`src/rtl/core/cwc_pkg.sv`:
```
// Shared types and constants for the color window centroid block.
// Used by the pixel accumulator, the shared iterative unit and the top level.
// No dependencies.
package cwc_pkg;

    // Widths of the fields and of the running frame totals.
    localparam int PIX_W   = 8;
    localparam int LIMIT_W = 9;
    localparam int SPREAD_W = 16;
    localparam int CNT_N_W = 17;
    localparam int SUM_W   = 24;
    localparam int SQ_W    = 32;
    localparam int Q88_W   = 16;

    // Shared unit: accumulator width, multiplier/dividend register width.
    localparam int UNIT_W    = 52;
    localparam int MP_W      = 34;
    localparam int DIV_W     = 32;
    localparam int STEP_W    = 6;
    localparam int MUL_STEPS = 34;
    localparam int DIV_STEPS = 32;

    // Configuration register indexes.
    localparam logic [1:0] CFG_COLOR_LOW  = 2'd0;
    localparam logic [1:0] CFG_COLOR_HIGH = 2'd1;
    localparam logic [1:0] CFG_ROW_LIMIT  = 2'd2;
    localparam logic [1:0] CFG_SPREAD_LIM = 2'd3;

    localparam logic [SPREAD_W-1:0] SPREAD_LIM_RESET = 16'd100;

    typedef struct packed {
        logic [PIX_W-1:0]    color_low;
        logic [PIX_W-1:0]    color_high;
        logic [LIMIT_W-1:0]  row_limit;
        logic [SPREAD_W-1:0] spread_limit;
    } t_cfg;

    typedef struct packed {
        logic [CNT_N_W-1:0] n;
        logic [SUM_W-1:0]   row;
        logic [SUM_W-1:0]   col;
        logic [SQ_W-1:0]    sq;
        logic [PIX_W-1:0]   least;
    } t_totals;

    typedef enum logic {
        UOP_MUL,
        UOP_DIV
    } t_unit_op;

    typedef struct packed {
        logic              start;
        t_unit_op          op;
        logic [UNIT_W-1:0] init;
        logic [UNIT_W-1:0] a;
        logic [MP_W-1:0]   b;
    } t_unit_req;

    typedef struct packed {
        logic busy;
        logic done;
    } t_unit_stat;

    typedef enum logic [3:0] {
        ST_IDLE,
        ST_LATCH,
        ST_MUL_NS,
        ST_MUL_CC,
        ST_MUL_NN,
        ST_MUL_LN,
        ST_DIV_ROW,
        ST_DIV_COL,
        ST_EMIT
    } t_state;

endpackage

```
`src/rtl/core/cwc_accum.sv`:
```
// Per-pixel match test and running frame totals (count, sums, sum of squares,
// least column). Depends on cwc_pkg.
module cwc_accum
    import cwc_pkg::*;
#(
    parameter int MAX_ROWS = 256,
    parameter int MAX_COLS = 256
) (
    input  logic             i_clk,
    input  logic             i_rst_n,
    input  t_cfg             i_cfg,
    input  logic             i_accept,
    input  logic [PIX_W-1:0] i_value,
    input  logic [PIX_W-1:0] i_row,
    input  logic [PIX_W-1:0] i_col,
    input  logic             i_last,
    output t_totals          o_frame
);

    localparam logic [CNT_N_W-1:0] PIX_MAX  = CNT_N_W'(MAX_ROWS * MAX_COLS);
    localparam logic [LIMIT_W-1:0] ROWS_LIM = LIMIT_W'(MAX_ROWS);
    localparam logic [LIMIT_W-1:0] COLS_LIM = LIMIT_W'(MAX_COLS);

    t_totals              r_tot;
    t_totals              clear_tot;
    logic                 match;
    logic                 take;
    logic [2*PIX_W-1:0]   col_sq;

    assign clear_tot = '{n: '0, row: '0, col: '0, sq: '0, least: '1};

    // Match test against the window, the row limit and the raster size.
    assign match = ({1'b0, i_row} < i_cfg.row_limit) && ({1'b0, i_row} < ROWS_LIM) &&
                   ({1'b0, i_col} < COLS_LIM) &&
                   (i_cfg.color_low <= i_value) && (i_value <= i_cfg.color_high);
    assign take   = match && (r_tot.n < PIX_MAX);
    assign col_sq = i_col * i_col;

    // Totals including the current pixel; the top level latches them at frame end.
    always_comb begin
        o_frame = r_tot;
        if (take) begin
            o_frame.n   = r_tot.n + CNT_N_W'(1);
            o_frame.row = r_tot.row + SUM_W'(i_row);
            o_frame.col = r_tot.col + SUM_W'(i_col);
            o_frame.sq  = r_tot.sq + SQ_W'(col_sq);
            if (i_col < r_tot.least) begin
                o_frame.least = i_col;
            end
        end
    end

    // Running totals clear after the last pixel of each frame.
    always_ff @(posedge i_clk) begin
        if (!i_rst_n) begin
            r_tot <= clear_tot;
        end else if (i_accept) begin
            r_tot <= i_last ? clear_tot : o_frame;
        end
    end

endmodule

```
`src/rtl/core/cwc_iter_unit.sv`:
```
// Shared iterative arithmetic unit: shift-add multiply and restoring divide,
// one step per cycle through a single adder/subtractor. Depends on cwc_pkg.
module cwc_iter_unit
    import cwc_pkg::*;
(
    input  logic              i_clk,
    input  logic              i_rst_n,
    input  t_unit_req         i_req,
    output t_unit_stat        o_stat,
    output logic [UNIT_W-1:0] o_result
);

    logic              r_busy;
    logic              r_done;
    logic [STEP_W-1:0] r_cnt;
    t_unit_op          r_op;
    logic [UNIT_W-1:0] r_acc;
    logic [UNIT_W-1:0] r_mc;
    logic [MP_W-1:0]   r_mp;

    logic [UNIT_W-1:0] n_acc;
    logic [UNIT_W-1:0] n_mc;
    logic [MP_W-1:0]   n_mp;
    logic [UNIT_W-1:0] shift_rem;
    logic [UNIT_W-1:0] add_x;
    logic [UNIT_W-1:0] add_y;
    logic              is_div;
    logic [UNIT_W:0]   sum;

    // One shared adder; for division it subtracts and its carry means no borrow.
    assign is_div    = (r_op == UOP_DIV);
    assign shift_rem = {r_acc[UNIT_W-2:0], r_mp[DIV_W-1]};
    assign add_x     = is_div ? shift_rem : r_acc;
    assign add_y     = is_div ? ~r_mc : r_mc;
    assign sum       = {1'b0, add_x} + {1'b0, add_y} + (UNIT_W+1)'(is_div);

    // Step update for either operation.
    always_comb begin
        if (is_div) begin
            n_acc = sum[UNIT_W] ? sum[UNIT_W-1:0] : shift_rem;
            n_mc  = r_mc;
            n_mp  = {r_mp[MP_W-2:0], sum[UNIT_W]};
        end else begin
            n_acc = r_mp[0] ? sum[UNIT_W-1:0] : r_acc;
            n_mc  = {r_mc[UNIT_W-2:0], 1'b0};
            n_mp  = {1'b0, r_mp[MP_W-1:1]};
        end
    end

    // Step counter and done pulse.
    always_ff @(posedge i_clk) begin
        if (!i_rst_n) begin
            r_busy <= 1'b0;
            r_done <= 1'b0;
            r_cnt  <= '0;
            r_op   <= UOP_MUL;
        end else begin
            r_done <= 1'b0;
            if (i_req.start) begin
                r_busy <= 1'b1;
                r_op   <= i_req.op;
                r_cnt  <= (i_req.op == UOP_DIV) ? STEP_W'(DIV_STEPS - 1)
                                                : STEP_W'(MUL_STEPS - 1);
            end else if (r_busy) begin
                r_cnt <= r_cnt - STEP_W'(1);
                if (r_cnt == '0) begin
                    r_busy <= 1'b0;
                    r_done <= 1'b1;
                end
            end
        end
    end

    // Operand and partial result registers.
    always_ff @(posedge i_clk) begin
        if (i_req.start) begin
            r_acc <= i_req.init;
            r_mc  <= i_req.a;
            r_mp  <= i_req.b;
        end else if (r_busy) begin
            r_acc <= n_acc;
            r_mc  <= n_mc;
            r_mp  <= n_mp;
        end
    end

    assign o_stat.busy = r_busy;
    assign o_stat.done = r_done;
    assign o_result    = is_div ? UNIT_W'(r_mp[DIV_W-1:0]) : r_acc;

endmodule

```
`src/rtl/core/color_window_centroid.sv`:
```
// Top level of the color window centroid block: configuration registers,
// frame-end sequencer and result register. Depends on cwc_pkg, cwc_accum and
// cwc_iter_unit.
//
// Usage: pixels enter on the s_axis channel, one request per pixel, with
// tlast on the last pixel of a frame. Ordinary pixels are taken at one per
// clock while the sequencer is idle; the match test and accumulation
// finish in the cycle of acceptance. On the last pixel the block drops
// s_axis_tready and runs its sequencer: four shift-add multiplies of 34
// steps and up to two restoring divides of 32 steps, all on one shared
// adder. The column divide is skipped when the spread test picks the least
// column, and all arithmetic is skipped when nothing matched. One result
// comes per frame. The result sits in an output register; the block takes
// the next frame's pixels while it waits. If a second frame finishes while
// the first result is still held, the sequencer waits until m_axis_tready
// takes it. Reset (synchronous, active low) clears the totals, loads the
// register defaults and empties the output. Configuration is written
// through i_cfg_we/i_cfg_addr/i_cfg_data by the user, only while no frame
// end is in progress; the block does not enforce this.
module color_window_centroid
    import cwc_pkg::*;
#(
    parameter int MAX_ROWS = 256,
    parameter int MAX_COLS = 256
) (
    input  logic                i_clk,
    input  logic                i_rst_n,
    // Configuration write port.
    input  logic                i_cfg_we,
    input  logic [1:0]          i_cfg_addr,
    input  logic [SPREAD_W-1:0] i_cfg_data,
    // Pixel stream.
    input  logic                s_axis_tvalid,
    output logic                s_axis_tready,
    input  logic [23:0]         s_axis_tdata,  // pixel_value[7:0], pix_row[15:8], pixel_col[23:16]
    input  logic                s_axis_tlast,  // frame_end
    // Result stream.
    output logic                m_axis_tvalid,
    input  logic                m_axis_tready,
    output logic [31:0]         m_axis_tdata,  // mean_row[15:0], result_col[31:16]
    output logic [1:0]          m_axis_tuser   // found[0], spread[1]
);

    t_cfg              r_cfg;
    t_state            r_state;
    t_state            n_state;
    t_totals           frame_tot;
    t_totals           r_f;
    t_unit_req         unit_req;
    t_unit_stat        unit_stat;
    logic [UNIT_W-1:0] unit_res;
    logic              s_accept;
    logic              op_state;

    logic [UNIT_W-1:0] r_lhs;
    logic [UNIT_W-1:0] r_cc;
    logic              r_spread;
    logic [Q88_W-1:0]  r_mean_row;
    logic [Q88_W-1:0]  r_res_col;

    logic              r_m_valid;
    logic [Q88_W-1:0]  r_m_row;
    logic [Q88_W-1:0]  r_m_col;
    logic              r_m_found;
    logic              r_m_spread;
    logic              out_free;

    assign s_axis_tready = (r_state == ST_IDLE);
    assign s_accept      = s_axis_tvalid && s_axis_tready;
    assign out_free      = !r_m_valid || m_axis_tready;

    // Configuration registers.
    always_ff @(posedge i_clk) begin
        if (!i_rst_n) begin
            r_cfg.color_low    <= '0;
            r_cfg.color_high   <= '1;
            r_cfg.row_limit    <= LIMIT_W'(MAX_ROWS);
            r_cfg.spread_limit <= SPREAD_LIM_RESET;
        end else if (i_cfg_we) begin
            unique case (i_cfg_addr)
                CFG_COLOR_LOW:  r_cfg.color_low    <= i_cfg_data[PIX_W-1:0];
                CFG_COLOR_HIGH: r_cfg.color_high   <= i_cfg_data[PIX_W-1:0];
                CFG_ROW_LIMIT:  r_cfg.row_limit    <= i_cfg_data[LIMIT_W-1:0];
                CFG_SPREAD_LIM: r_cfg.spread_limit <= i_cfg_data;
                default: ;
            endcase
        end
    end

    cwc_accum #(
        .MAX_ROWS (MAX_ROWS),
        .MAX_COLS (MAX_COLS)
    ) u_accum (
        .i_clk    (i_clk),
        .i_rst_n  (i_rst_n),
        .i_cfg    (r_cfg),
        .i_accept (s_accept),
        .i_value  (s_axis_tdata[7:0]),
        .i_row    (s_axis_tdata[15:8]),
        .i_col    (s_axis_tdata[23:16]),
        .i_last   (s_axis_tlast),
        .o_frame  (frame_tot)
    );

    cwc_iter_unit u_unit (
        .i_clk    (i_clk),
        .i_rst_n  (i_rst_n),
        .i_req    (unit_req),
        .o_stat   (unit_stat),
        .o_result (unit_res)
    );

    // Sequencer next state.
    always_comb begin
        n_state = r_state;
        unique case (r_state)
            ST_IDLE:    if (s_accept && s_axis_tlast) n_state = ST_LATCH;
            ST_LATCH:   n_state = (r_f.n == '0) ? ST_EMIT : ST_MUL_NS;
            ST_MUL_NS:  if (unit_stat.done) n_state = ST_MUL_CC;
            ST_MUL_CC:  if (unit_stat.done) n_state = ST_MUL_NN;
            ST_MUL_NN:  if (unit_stat.done) n_state = ST_MUL_LN;
            ST_MUL_LN:  if (unit_stat.done) n_state = ST_DIV_ROW;
            ST_DIV_ROW: if (unit_stat.done) n_state = r_spread ? ST_EMIT : ST_DIV_COL;
            ST_DIV_COL: if (unit_stat.done) n_state = ST_EMIT;
            ST_EMIT:    if (out_free) n_state = ST_IDLE;
            default:    n_state = ST_IDLE;
        endcase
    end

    // Unit requests: an operation starts as its state is entered.
    always_comb begin
        op_state      = 1'b1;
        unit_req.op   = UOP_MUL;
        unit_req.init = '0;
        unit_req.a    = '0;
        unit_req.b    = '0;
        unique case (n_state)
            ST_MUL_NS: begin
                unit_req.a = UNIT_W'(r_f.sq);
                unit_req.b = MP_W'(r_f.n);
            end
            ST_MUL_CC: begin
                unit_req.a = UNIT_W'(r_f.col);
                unit_req.b = MP_W'(r_f.col);
            end
            ST_MUL_NN: begin
                unit_req.a = UNIT_W'(r_f.n);
                unit_req.b = MP_W'(r_f.n);
            end
            ST_MUL_LN: begin
                // n squared is still on the unit's result as this operation starts.
                unit_req.init = r_cc;
                unit_req.a    = UNIT_W'(unit_res[MP_W-1:0]);
                unit_req.b    = MP_W'(r_cfg.spread_limit);
            end
            ST_DIV_ROW: begin
                unit_req.op = UOP_DIV;
                unit_req.a  = UNIT_W'(r_f.n);
                unit_req.b  = MP_W'({r_f.row, 8'b0});
            end
            ST_DIV_COL: begin
                unit_req.op = UOP_DIV;
                unit_req.a  = UNIT_W'(r_f.n);
                unit_req.b  = MP_W'({r_f.col, 8'b0});
            end
            default: op_state = 1'b0;
        endcase
        unit_req.start = op_state && (n_state != r_state);
    end

    always_ff @(posedge i_clk) begin
        if (!i_rst_n) begin
            r_state <= ST_IDLE;
        end else begin
            r_state <= n_state;
        end
    end

    // Frame snapshot and intermediate results.
    always_ff @(posedge i_clk) begin
        if (s_accept && s_axis_tlast) begin
            r_f <= frame_tot;
        end
        if (r_state == ST_LATCH) begin
            r_spread   <= 1'b0;
            r_mean_row <= '0;
            r_res_col  <= '0;
        end
        if (unit_stat.done) begin
            unique case (r_state)
                ST_MUL_NS: r_lhs <= unit_res;
                ST_MUL_CC: r_cc  <= unit_res;
                ST_MUL_LN: begin
                    r_spread  <= (r_lhs > unit_res);
                    r_res_col <= {r_f.least, 8'b0};
                end
                ST_DIV_ROW: r_mean_row <= unit_res[Q88_W-1:0];
                ST_DIV_COL: r_res_col  <= unit_res[Q88_W-1:0];
                default: ;
            endcase
        end
    end

    // Output register.
    always_ff @(posedge i_clk) begin
        if (!i_rst_n) begin
            r_m_valid <= 1'b0;
        end else if (r_state == ST_EMIT && out_free) begin
            r_m_valid <= 1'b1;
        end else if (m_axis_tready) begin
            r_m_valid <= 1'b0;
        end
    end

    always_ff @(posedge i_clk) begin
        if (r_state == ST_EMIT && out_free) begin
            r_m_row    <= r_mean_row;
            r_m_col    <= r_res_col;
            r_m_found  <= (r_f.n != '0);
            r_m_spread <= r_spread;
        end
    end

    assign m_axis_tvalid = r_m_valid;
    assign m_axis_tdata  = {r_m_col, r_m_row};
    assign m_axis_tuser  = {r_m_spread, r_m_found};

`ifndef NO_ASSERTIONS
    // The shared unit is never restarted in the middle of an operation.
    a_start_idle: assert property (@(posedge i_clk) disable iff (!i_rst_n)
        unit_req.start |-> !unit_stat.busy)
        else $error("shared unit started while busy");

    // No pixel is taken while the shared unit is working on a frame end.
    a_busy_stall: assert property (@(posedge i_clk) disable iff (!i_rst_n)
        unit_stat.busy |-> !s_axis_tready)
        else $error("pixel accepted during frame-end computation");

    // An empty frame reports zeros and no spread.
    a_empty_frame: assert property (@(posedge i_clk) disable iff (!i_rst_n)
        (m_axis_tvalid && !m_axis_tuser[0]) |->
            (!m_axis_tuser[1] && m_axis_tdata == '0))
        else $error("empty frame with nonzero result");

    // A spread result carries the least column, which has no fraction bits.
    a_spread_col: assert property (@(posedge i_clk) disable iff (!i_rst_n)
        (m_axis_tvalid && m_axis_tuser[1]) |-> (m_axis_tdata[23:16] == 8'd0))
        else $error("spread result with fractional column");
`endif

endmodule
```
`config.mk`:
```
export PLATFORM = sky130hd
export DESIGN_NAME = color_window_centroid
export DESIGN_NICKNAME = d
export VERILOG_FILES = /design/src/rtl/core/cwc_pkg.sv /design/src/rtl/core/cwc_accum.sv /design/src/rtl/core/cwc_iter_unit.sv /design/src/rtl/core/color_window_centroid.sv
export SDC_FILE = /design/constraint.sdc
export NUM_CORES = 1
export LEC_CHECK = 0
export ABC_AREA = 1
export BUFFER_PORTS_ARGS = -buffer_cell sky130_fd_sc_hd__buf_2
export CAP_MARGIN = 25
export CORE_UTILIZATION = 50
export CTS_BUF_LIST = sky130_fd_sc_hd__clkbuf_16
export DETAILED_ROUTE_END_ITERATION = 12
export PLACE_DENSITY = 0.66
export SYNTH_ARGS = -nofsm -noshare
export SYNTH_HDL_FRONTEND = slang
export SYNTH_SLANG_ARGS = --single-unit
```
`constraint.sdc`:
```
create_clock -name i_clk -period 16.6 [get_ports i_clk]
set_input_delay 0.83 -clock i_clk [delete_from_list [all_inputs] [get_ports i_clk]]
set_output_delay 0.83 -clock i_clk [all_outputs]
set_load 0.03 [all_outputs]
```
==> impl_results.md, run 1 <==
- Status: finished clean
- Ratio of cells with drive above 1 in the final layout: 0.0474
- Actual slew at the worst max-slew pin: 1.03 ns
- RSZ-0062 raised after global routing: false
- Avg Vias per Cell: 5.34
- Core ar.: 0.0746 sq mm
- Post-synth ARST share: 0
- Final worst-path cycle share: 0.355
- Power Internal: 2.81 mW
- GR Util met3: 0.0315
- Routed WL: 113 mm
- Final count of negative-setup-slack endpoints: 0
- Post-synth top area cell: edfxtp_1
- Tightest Hold Check Type: flop to flop
- Die area: 0.0766 sq mm
- Top-area cell type share of the netlist area: 0.303
- Nets: 5457
- DR DRC count: 0
- Avg Synthesized Cell Area: roughly 7.3 sq um
- Final hold violations: 0
- Power per cell area: between 100 and 150 mW/mm^2
- Final Max Slew Viols: 0
- Placed insts: 6076
- GRT Total Usage: 0.292
- Detail Placement HPWL: 85.8 mm
- Synth Instances: 5171
- Synth Cell Area: 0.0378 sq mm
- Initial DRC count: approximately 2.7k
- Critical Path AT: 6.25 ns
- Leading cell type in the layout, fill and taps excluded: nand2_1
- Top Ports: 84
- Num CTS Buffers: 67
- Clock-pin slew on the worst setup and hold paths: 0.06 ns
- Cell row count: 100
- Met1 Use GR: 0.379
- Multi-input gate area: roughly 0.019 sq mm
- Switching Share: 0.337
- Largest net degree at the start of global routing: 108
- Buffers inserted by post-CTS timing repair: 0
- Mapped Nets: 5452
- Vias: 33.1k
- Crit. End Element: flop
- NetSw: between 1 and 1.5 mW
- MaxCap Viol Count: 0
- Overall power: 4.24 mW
- Cts hold-fix bufs: 0
- # fillers: 7212
- Die Ht: 277 um
- Hold slack: around 0.43 ns
- Relative slew margins: 0.315
- WP data required: 16.97 ns
- Fin Setup TNS: 0 ns
- Layout Cells excl Fill: around 6.2k
- Average wire per standard cell: around 18 um
- Clock buffer depth: 3
- First-pass GRT wire length: 176 mm
- Lkg Pwr: 19.9 nW
- Clock latency on the worst-skew pair: roughly 0.63 ns
- Most frequent cells in the layout: nand2_1, inv_1, nand3_1, edfxtp_1, nor2_1
- CTS tree: built
- Register Area: 0.0153 sq mm
- Initial core utilization: 0.506
- Sequential fraction of the synthesis area: 0.405
- R2R depth: 19
- # diodes: 0
- CP Class: flop to flop
- Worst vdd ir: slightly above 0.09 mV
- EDFF count, synth: around 380
- Clock sinks: 574
- GR Util met2: 0.493
- Hold-critical path depth: 0
- Antenna Nets Post-Route: 0
- Vias in the first global route: approximately 31k
- H-tree depth: 3
- Die width: roughly 280 um
- Skew final: 0.0274 ns
- Clock network fraction of total power: 0.343
- Yosys cell types: 49
- Flops & latches, synth: 574
- CTS root buf: clkbuf_16
- Placer Congestion: 0.979
- Initial antenna violation count: 1
- Comb power frac: 0.254
- Tmin final: 5.89 ns
- PostCTS Resize Cnt: 0
- Most used routing layer: met2
- Yosys warnings: 0
- Area Overhead vs Synth: 8.68%
- Fmax: 170 MHz
- Power share of the sequential group: 0.402
- CP Launch Type: flop
- Congestion Overflow GR: 0
- Max FO, Critical Path: around 70
- # port buffers: 83
- Area contributors post-synth: edfxtp_1, nand2_1, dfxtp_1
- Pre-antenna DRT Iters: 6
- Most used DFF post-synth: edfxtp_1
through the flow:
step	setup WS, ns	cell area [sq um]	utilization
final	10.71	41000	0.550
after global routing	10.23	41000	0.550
after CTS	10.77	41000	0.550
after detailed placement	10.74	38900	0.521
after global placement	10.88	38800	0.521
after floorplan	10.84	37800	-
area by class of cell:
cell class,instances,share of cell area
Clock buffer,69,0.0421
Clock inverter,54,0.0108
Inverter,772,0.0707
Multi-Input combinational cell,3649,0.458
Sequential cell,574,0.373
Tap cell,969,0.0296
Timing Repair Buffer,112,0.0157
Yosys cell counts (40+ instances only):
library cell     n
a21oi_1        279
nor2_1         334
fa_1            40
nand2_1       1753
nand3_1        408
ha_1           193
edfxtp_1       381
nor3_1          55
nand4_1         98
clkbuf_1       104
o21ai_0        189
xor2_1         119
inv_1          760
dfxtp_1        193
worst max-delay path, stage by stage (launching register included):
cell,delay (ns)
dfxtp_4,0.34
buf_4,0.68
buf_4,0.68
nor2_1,0.16
inv_1,0.11
o21ai_0,0.16
ha_1,0.44
a21oi_1,0.30
inv_1,0.07
a21oi_1,0.24
a21oi_1,0.11
nor2_1,0.10
nand2_1,0.08
nor2_2,0.19
nand2_2,0.43
buf_4,0.42
inv_2,0.68
nand2_1,0.13
nand3_1,0.13
nand2_1,0.05
sequential cells by signal, indices dropped and copies added (netlist names), 4 cells and up:
name and flops:
r_mean_row 16, u_unit.r_mp 34, u_unit.r_cnt 6, r_state 4
r_m_col 16, u_unit.r_acc 52, u_accum.r_tot 105, u_unit.r_mc 52
r_m_row 16, r_cfg 41, r_cc 52, r_f 105
r_res_col 16, r_lhs 52
power by group through the flow:
stage                     Sequential, mW  Combinational, mW  Clock [mW]
final                               1.71               1.08        1.46
after global routing                1.71               1.23        1.53
after CTS                           1.70               1.08        1.48
after detailed placement            1.73               1.07           0
after global placement              1.73               1.06           0
after floorplan                     1.70              0.787           0
routing by layer:
layer | wire length (um) | vias up | share of wire
li1 | - | 16600 | -
met1 | 48900 | 15400 | 0.43
met2 | 53200 | 882 | 0.47
met3 | 5480 | 210 | 0.049
met4 | 5070 | 0 | 0.045
met5 | 0 | - | 0
logic make-up (layout without fill, tap and decap cells):
group | after synthesis | in the layout | share of synthesized area
compound gates | 555 | 555 | 0.0792
fa+ha+maj | 233 | 233 | 0.0852
simple gates | 2712 | 2712 | 0.297
xor+xnor | 148 | 148 | 0.0343
flops | 574 | 574 | 0.405
mux | 1 | 1 | 0.000265
buf+inv | 948 | 1007 | 0.0983
final timing paths:
| kind | start | end | slack (ns) |
|---|---|---|---|
| worst max-delay path | u_unit.is_div | u_unit.r_acc[48] | 10.71 |
| worst min-delay path | r_mean_row[3] | r_m_row[3] | 0.43 |
| worst max register to register | u_unit.is_div | u_unit.r_acc[48] | 10.71 |
| worst min register to register | r_mean_row[3] | r_m_row[3] | 0.43 |
(Power assumes the default switching activity.)
==> run 2: changes to the inputs <==
--- a/config.mk
+++ b/config.mk
@@ -5,7 +5,7 @@
 export SDC_FILE = /design/constraint.sdc
 export NUM_CORES = 1
 export LEC_CHECK = 0
-export ABC_AREA = 1
+export ABC_AREA = 0
 export BUFFER_PORTS_ARGS = -buffer_cell sky130_fd_sc_hd__buf_2
 export CAP_MARGIN = 25
 export CORE_UTILIZATION = 50
==> constraint.sdc (replaced) <==
create_clock -name i_clk -period 6 [get_ports i_clk]
set_input_delay 0.3 -clock i_clk [delete_from_list [all_inputs] [get_ports i_clk]]
set_output_delay 0.3 -clock i_clk [all_outputs]
set_load 0.03 [all_outputs]
==> impl_results.md, run 2 <==
- CP Launch Type: flop (unchanged)
- Detail Placement HPWL: 66.2 mm (was 85.8 mm)
- Post-synth ARST share: 0 (unchanged)
- Initial DRC count: 2235 (was 2656)
- Area Overhead vs Synth: 10.3% (was 8.68%)
- Mux cell area share after synthesis: 0.0354 (was 0.000265)
- Cts hold-fix bufs: 10 (was 0)
- Final instance area: 0.0367 sq mm (was 0.0410 sq mm)
- Avg Vias per Cell: 5.94 (was 5.34)
- Worst path cell trace: inv_1 > fa_1 > inv_1 > fa_1 > ha_1 > inv_1 > fa_1 > inv_1 > ha_1 > a21o_1 > a21oi_1 > or3_1 > a31oi_1 > a41oi_1 > a2111oi_2 > buf_4 > nand4_1 > or3_1 > a21oi_1 (was buf_4 > buf_4 > nor2_1 > inv_1 > o21ai_0 > ha_1 > a21oi_1 > inv_1 > a21oi_1 > a21oi_1 > nor2_1 > nand2_1 > nor2_2 > nand2_2 > buf_4 > inv_2 > nand2_1 > nand3_1 > nand2_1)
- First-pass GRT wire length: 142 mm (was 176 mm)
- CTS tree: built (unchanged)
- Final hold violations: 0 (unchanged)
- Synth Cell Area: 0.0333 sq mm (was 0.0378 sq mm)
- CP bufs+invs: 5 (was 6)
- WP data required: 6.53 ns (was 16.97 ns)
- Most used cell, CP: inv_1
- EDFF count, synth: 381 (unchanged)
- Pre-antenna DRT Iters: 6 (unchanged)
- Placed insts: 4197 (was 6076)
- Most used DFF post-synth: edfxtp_1 (unchanged)
- Post-Synth XOR/XNOR Area: 0.0511 (was 0.0343)
- Buffers inserted by post-CTS timing repair: 0 (unchanged)
- DR DRC count: 0 (unchanged)
- Top-area cell type share of the netlist area: 0.344 (was 0.303)
- Max stage delay on crit path: 0.55 ns (was 0.68 ns)
- Final worst-path cycle share: 0.898 (was 0.355)
- GR Util met3: 0.0298 (was 0.0315)
- Fin Setup TNS: 0 ns (unchanged)
- MaxCap Viol Count: 0 (unchanged)
- Initial core utilization: 0.505 (was 0.506)
- Most frequent cells in the layout: nand2_1, edfxtp_1, o21ai_0, a21oi_1, inv_1 (was nand2_1, inv_1, nand3_1, edfxtp_1, nor2_1)
- Crit. End Element: flop (unchanged)
- Initial antenna violation count: 1 (unchanged)
- Final Max Slew Viols: 0 (unchanged)
- Clock-pin slew on the worst setup and hold paths: 0.06 ns (about the same)
- Top Ports: 84 (unchanged)
- GR Util met2: 0.450 (was 0.493)
- Avg Synthesized Cell Area: 9.82 sq um (was 7.30 sq um)
- Area contributors post-synth: edfxtp_1, dfxtp_1, ha_1 (was edfxtp_1, nand2_1, dfxtp_1)
- Clock latency on the worst-skew pair: 0.61 ns (was 0.63 ns)
- Layout Cells excl Fill: 4327 (was 6199)
- Sequential fraction of the synthesis area: 0.460 (was 0.405)
- Actual slew at the worst max-slew pin: 1.03 ns (about the same)
- Num CTS Buffers: 66 (was 67)
- Synth cell count leaders: nand2_1, edfxtp_1, o21ai_0, a21oi_1 (was nand2_1, inv_1, nand3_1, edfxtp_1, nor2_1)
- Antenna Nets Post-Route: 0 (unchanged)
- Status: finished clean (unchanged)
- Max FO, Critical Path: 14 (was 68)
- Vias: 25.7k (was 33.1k)
- Fmax: 186 MHz (was 170 MHz)
- Tightest Hold Check Type: input pin to flop (was flop to flop)
- Core ar.: 0.0659 sq mm (was 0.0746 sq mm)
- Critical Path AT: 5.92 ns (was 6.25 ns)
- Largest family of logic cells by synthesized area: compound AO/OA/AOI/OAI gates (was simple AND/OR/NAND/NOR gates)
- Clock sinks: 574 (unchanged)
- H-tree depth: 3 (unchanged)
- Overall power: 10.7 mW (was 4.24 mW)
- # fillers: 5749 (was 7212)
- Placer Congestion: 0.934 (was 0.979)
- Crit path max-delay family: adder cells (was buffers and inverters)
- Nets: 3693 (was 5457)
- Power per cell area: 291 mW/mm^2 (was 103 mW/mm^2)
- Vias in the first global route: 25.1k (was 31.3k)
- CP Class: flop to flop (unchanged)
- Congestion Overflow GR: 0 (unchanged)
- Complex-gate fraction of the synthesized area: 0.175 (was 0.0792)
- Biggest regs: r_f: 105 flops, u_accum.r_tot: 105 flops (unchanged)
- Cell row count: 94 (was 100)
- Final Core Density: 0.557 (was 0.550)
- Die Ht: 260 um (was 277 um)
- Ratio of cells with drive above 1 in the final layout: 0.0884 (was 0.0474)
- Relative slew margins: 0.309 (was 0.315)
- Tmin final: 5.39 ns (was 5.89 ns)
- Die area: 0.0676 sq mm (was 0.0766 sq mm)
- RSZ-0062 raised after global routing: false (unchanged)
- # diodes: 0 (unchanged)
- PostCTS Resize Cnt: 0 (unchanged)
- Clock buffer depth: 3 (unchanged)
- Post-synth top area cell: edfxtp_1 (unchanged)
- Die width: 260 um (was 277 um)
- Post-Synth Simple-Gate Area: 0.139 (was 0.297)
- Placed inst area: 0.0346 sq mm (was 0.0389 sq mm)
- Skew final: 0.0283 ns (was 0.0274 ns)
- Largest net degree at the start of global routing: 73 (was 108)
- Lkg Pwr: 14.3 nW (was 19.9 nW)
- Average wire per standard cell: 21.1 um (was 18.2 um)
- Mapped Nets: 3670 (was 5452)
- Synth Instances: 3389 (was 5171)
- Flops & latches, synth: 574 (unchanged)
- Most used routing layer: met2 (unchanged)
- Yosys warnings: 0 (unchanged)
- Routed WL: 91.2 mm (was 113 mm)
- CTS root buf: clkbuf_16 (unchanged)
- Final count of negative-setup-slack endpoints: 0 (unchanged)
- Slowest library cell on the worst path: fa_1 (was buf_4)
- Leading cell type in the layout, fill and taps excluded: nand2_1 (unchanged)
- # port buffers: 83 (unchanged)
- Adder-Cell Fraction of Synth Area: 0.0966 (was 0.0852)
- Most numerous cell in the Yosys netlist: nand2_1 (unchanged)
- Worst vdd ir: 0.236 mV (was 0.0905 mV)
- Met1 Use GR: 0.365 (was 0.379)
- GRT Total Usage: 0.268 (was 0.292)
- Yosys cell types: 83 (was 49)
==> run 2: cell types whose count changed in the layout (fill, tap and decap cells not counted), sizes merged, moves of 38 or more <==
cell and delta:
o21ai +90, nand2b +39, a21oi -47, a22o +61, nand3 -329, nor2b +39
inv -576, a21o +53, mux2i +74, nand4 -63, nand2 -1274, nor2 -233
mux2 +38, xnor2 +61
==> run 2: worst min-delay path, cell delays in order <==
cell	delay (ns)
buf_2	0.15
nand2_1	0.06
a21boi_0	0.06
==> run 2: routing by layer <==
metal | wire length, um | share of wire | vias to the layer above
li1 | - | - | 12300
met1 | 40600 | 0.45 | 12600
met2 | 43400 | 0.48 | 723
met3 | 4690 | 0.051 | 139
met4 | 2430 | 0.027 | 2
met5 | 10 | 0.00011 | -
==> run 2: kinds of logic (layout without fill, tap and decap cells) <==
kind of cell    count (synthesis)  in the layout
simple gates                  974            974
buf+inv                       379            453
mux                           113            113
flops                         574            574
xor+xnor                      194            194
fa+ha+maj                     233            233
compound gates                922            922
==> run 2: through the flow <==
stage               setup WS [ns]  hold slack (ns)
finish                      0.611           0.0248
global route                0.329           0.0192
CTS                         0.636          0.00816
detailed placement          0.248            0.415
global placement            0.324            0.415
floorplan                  -0.252            0.408
==> run 2: path summary, 6_finish.rpt <==
kind                          start                 to  cells past startpoint  slack, ns
setup reg to reg  u_accum.r_tot[13]  u_accum.r_tot[29]                     19       0.61
hold / removal        i_cfg_data[3]          r_cfg[19]                      3       0.02
hold reg to reg      r_mean_row[13]        r_m_row[13]                      0       0.41
setup / recovery  u_accum.r_tot[13]  u_accum.r_tot[29]                     19       0.61
==> run 2: layout make-up <==
type	instances	area, sq um	share of cell area
inverters	187	702	0.0191
clock inverters	49	260	0.00709
multi-input cells	2436	16600	0.453
flip-flops and latches	574	15300	0.417
well taps	864	1080	0.0295
clock buffers	70	1750	0.0477
repair buffers	147	970	0.0264
==> run 2: power breakdown <==
part | switching [mW] | total, mW | internal [mW]
Combinational | 1.39 | 2.28 | 0.886
Clock | 1.63 | 3.78 | 2.15
Sequential | 0.154 | 4.64 | 4.48
Total | 3.17 | 10.7 | 7.52
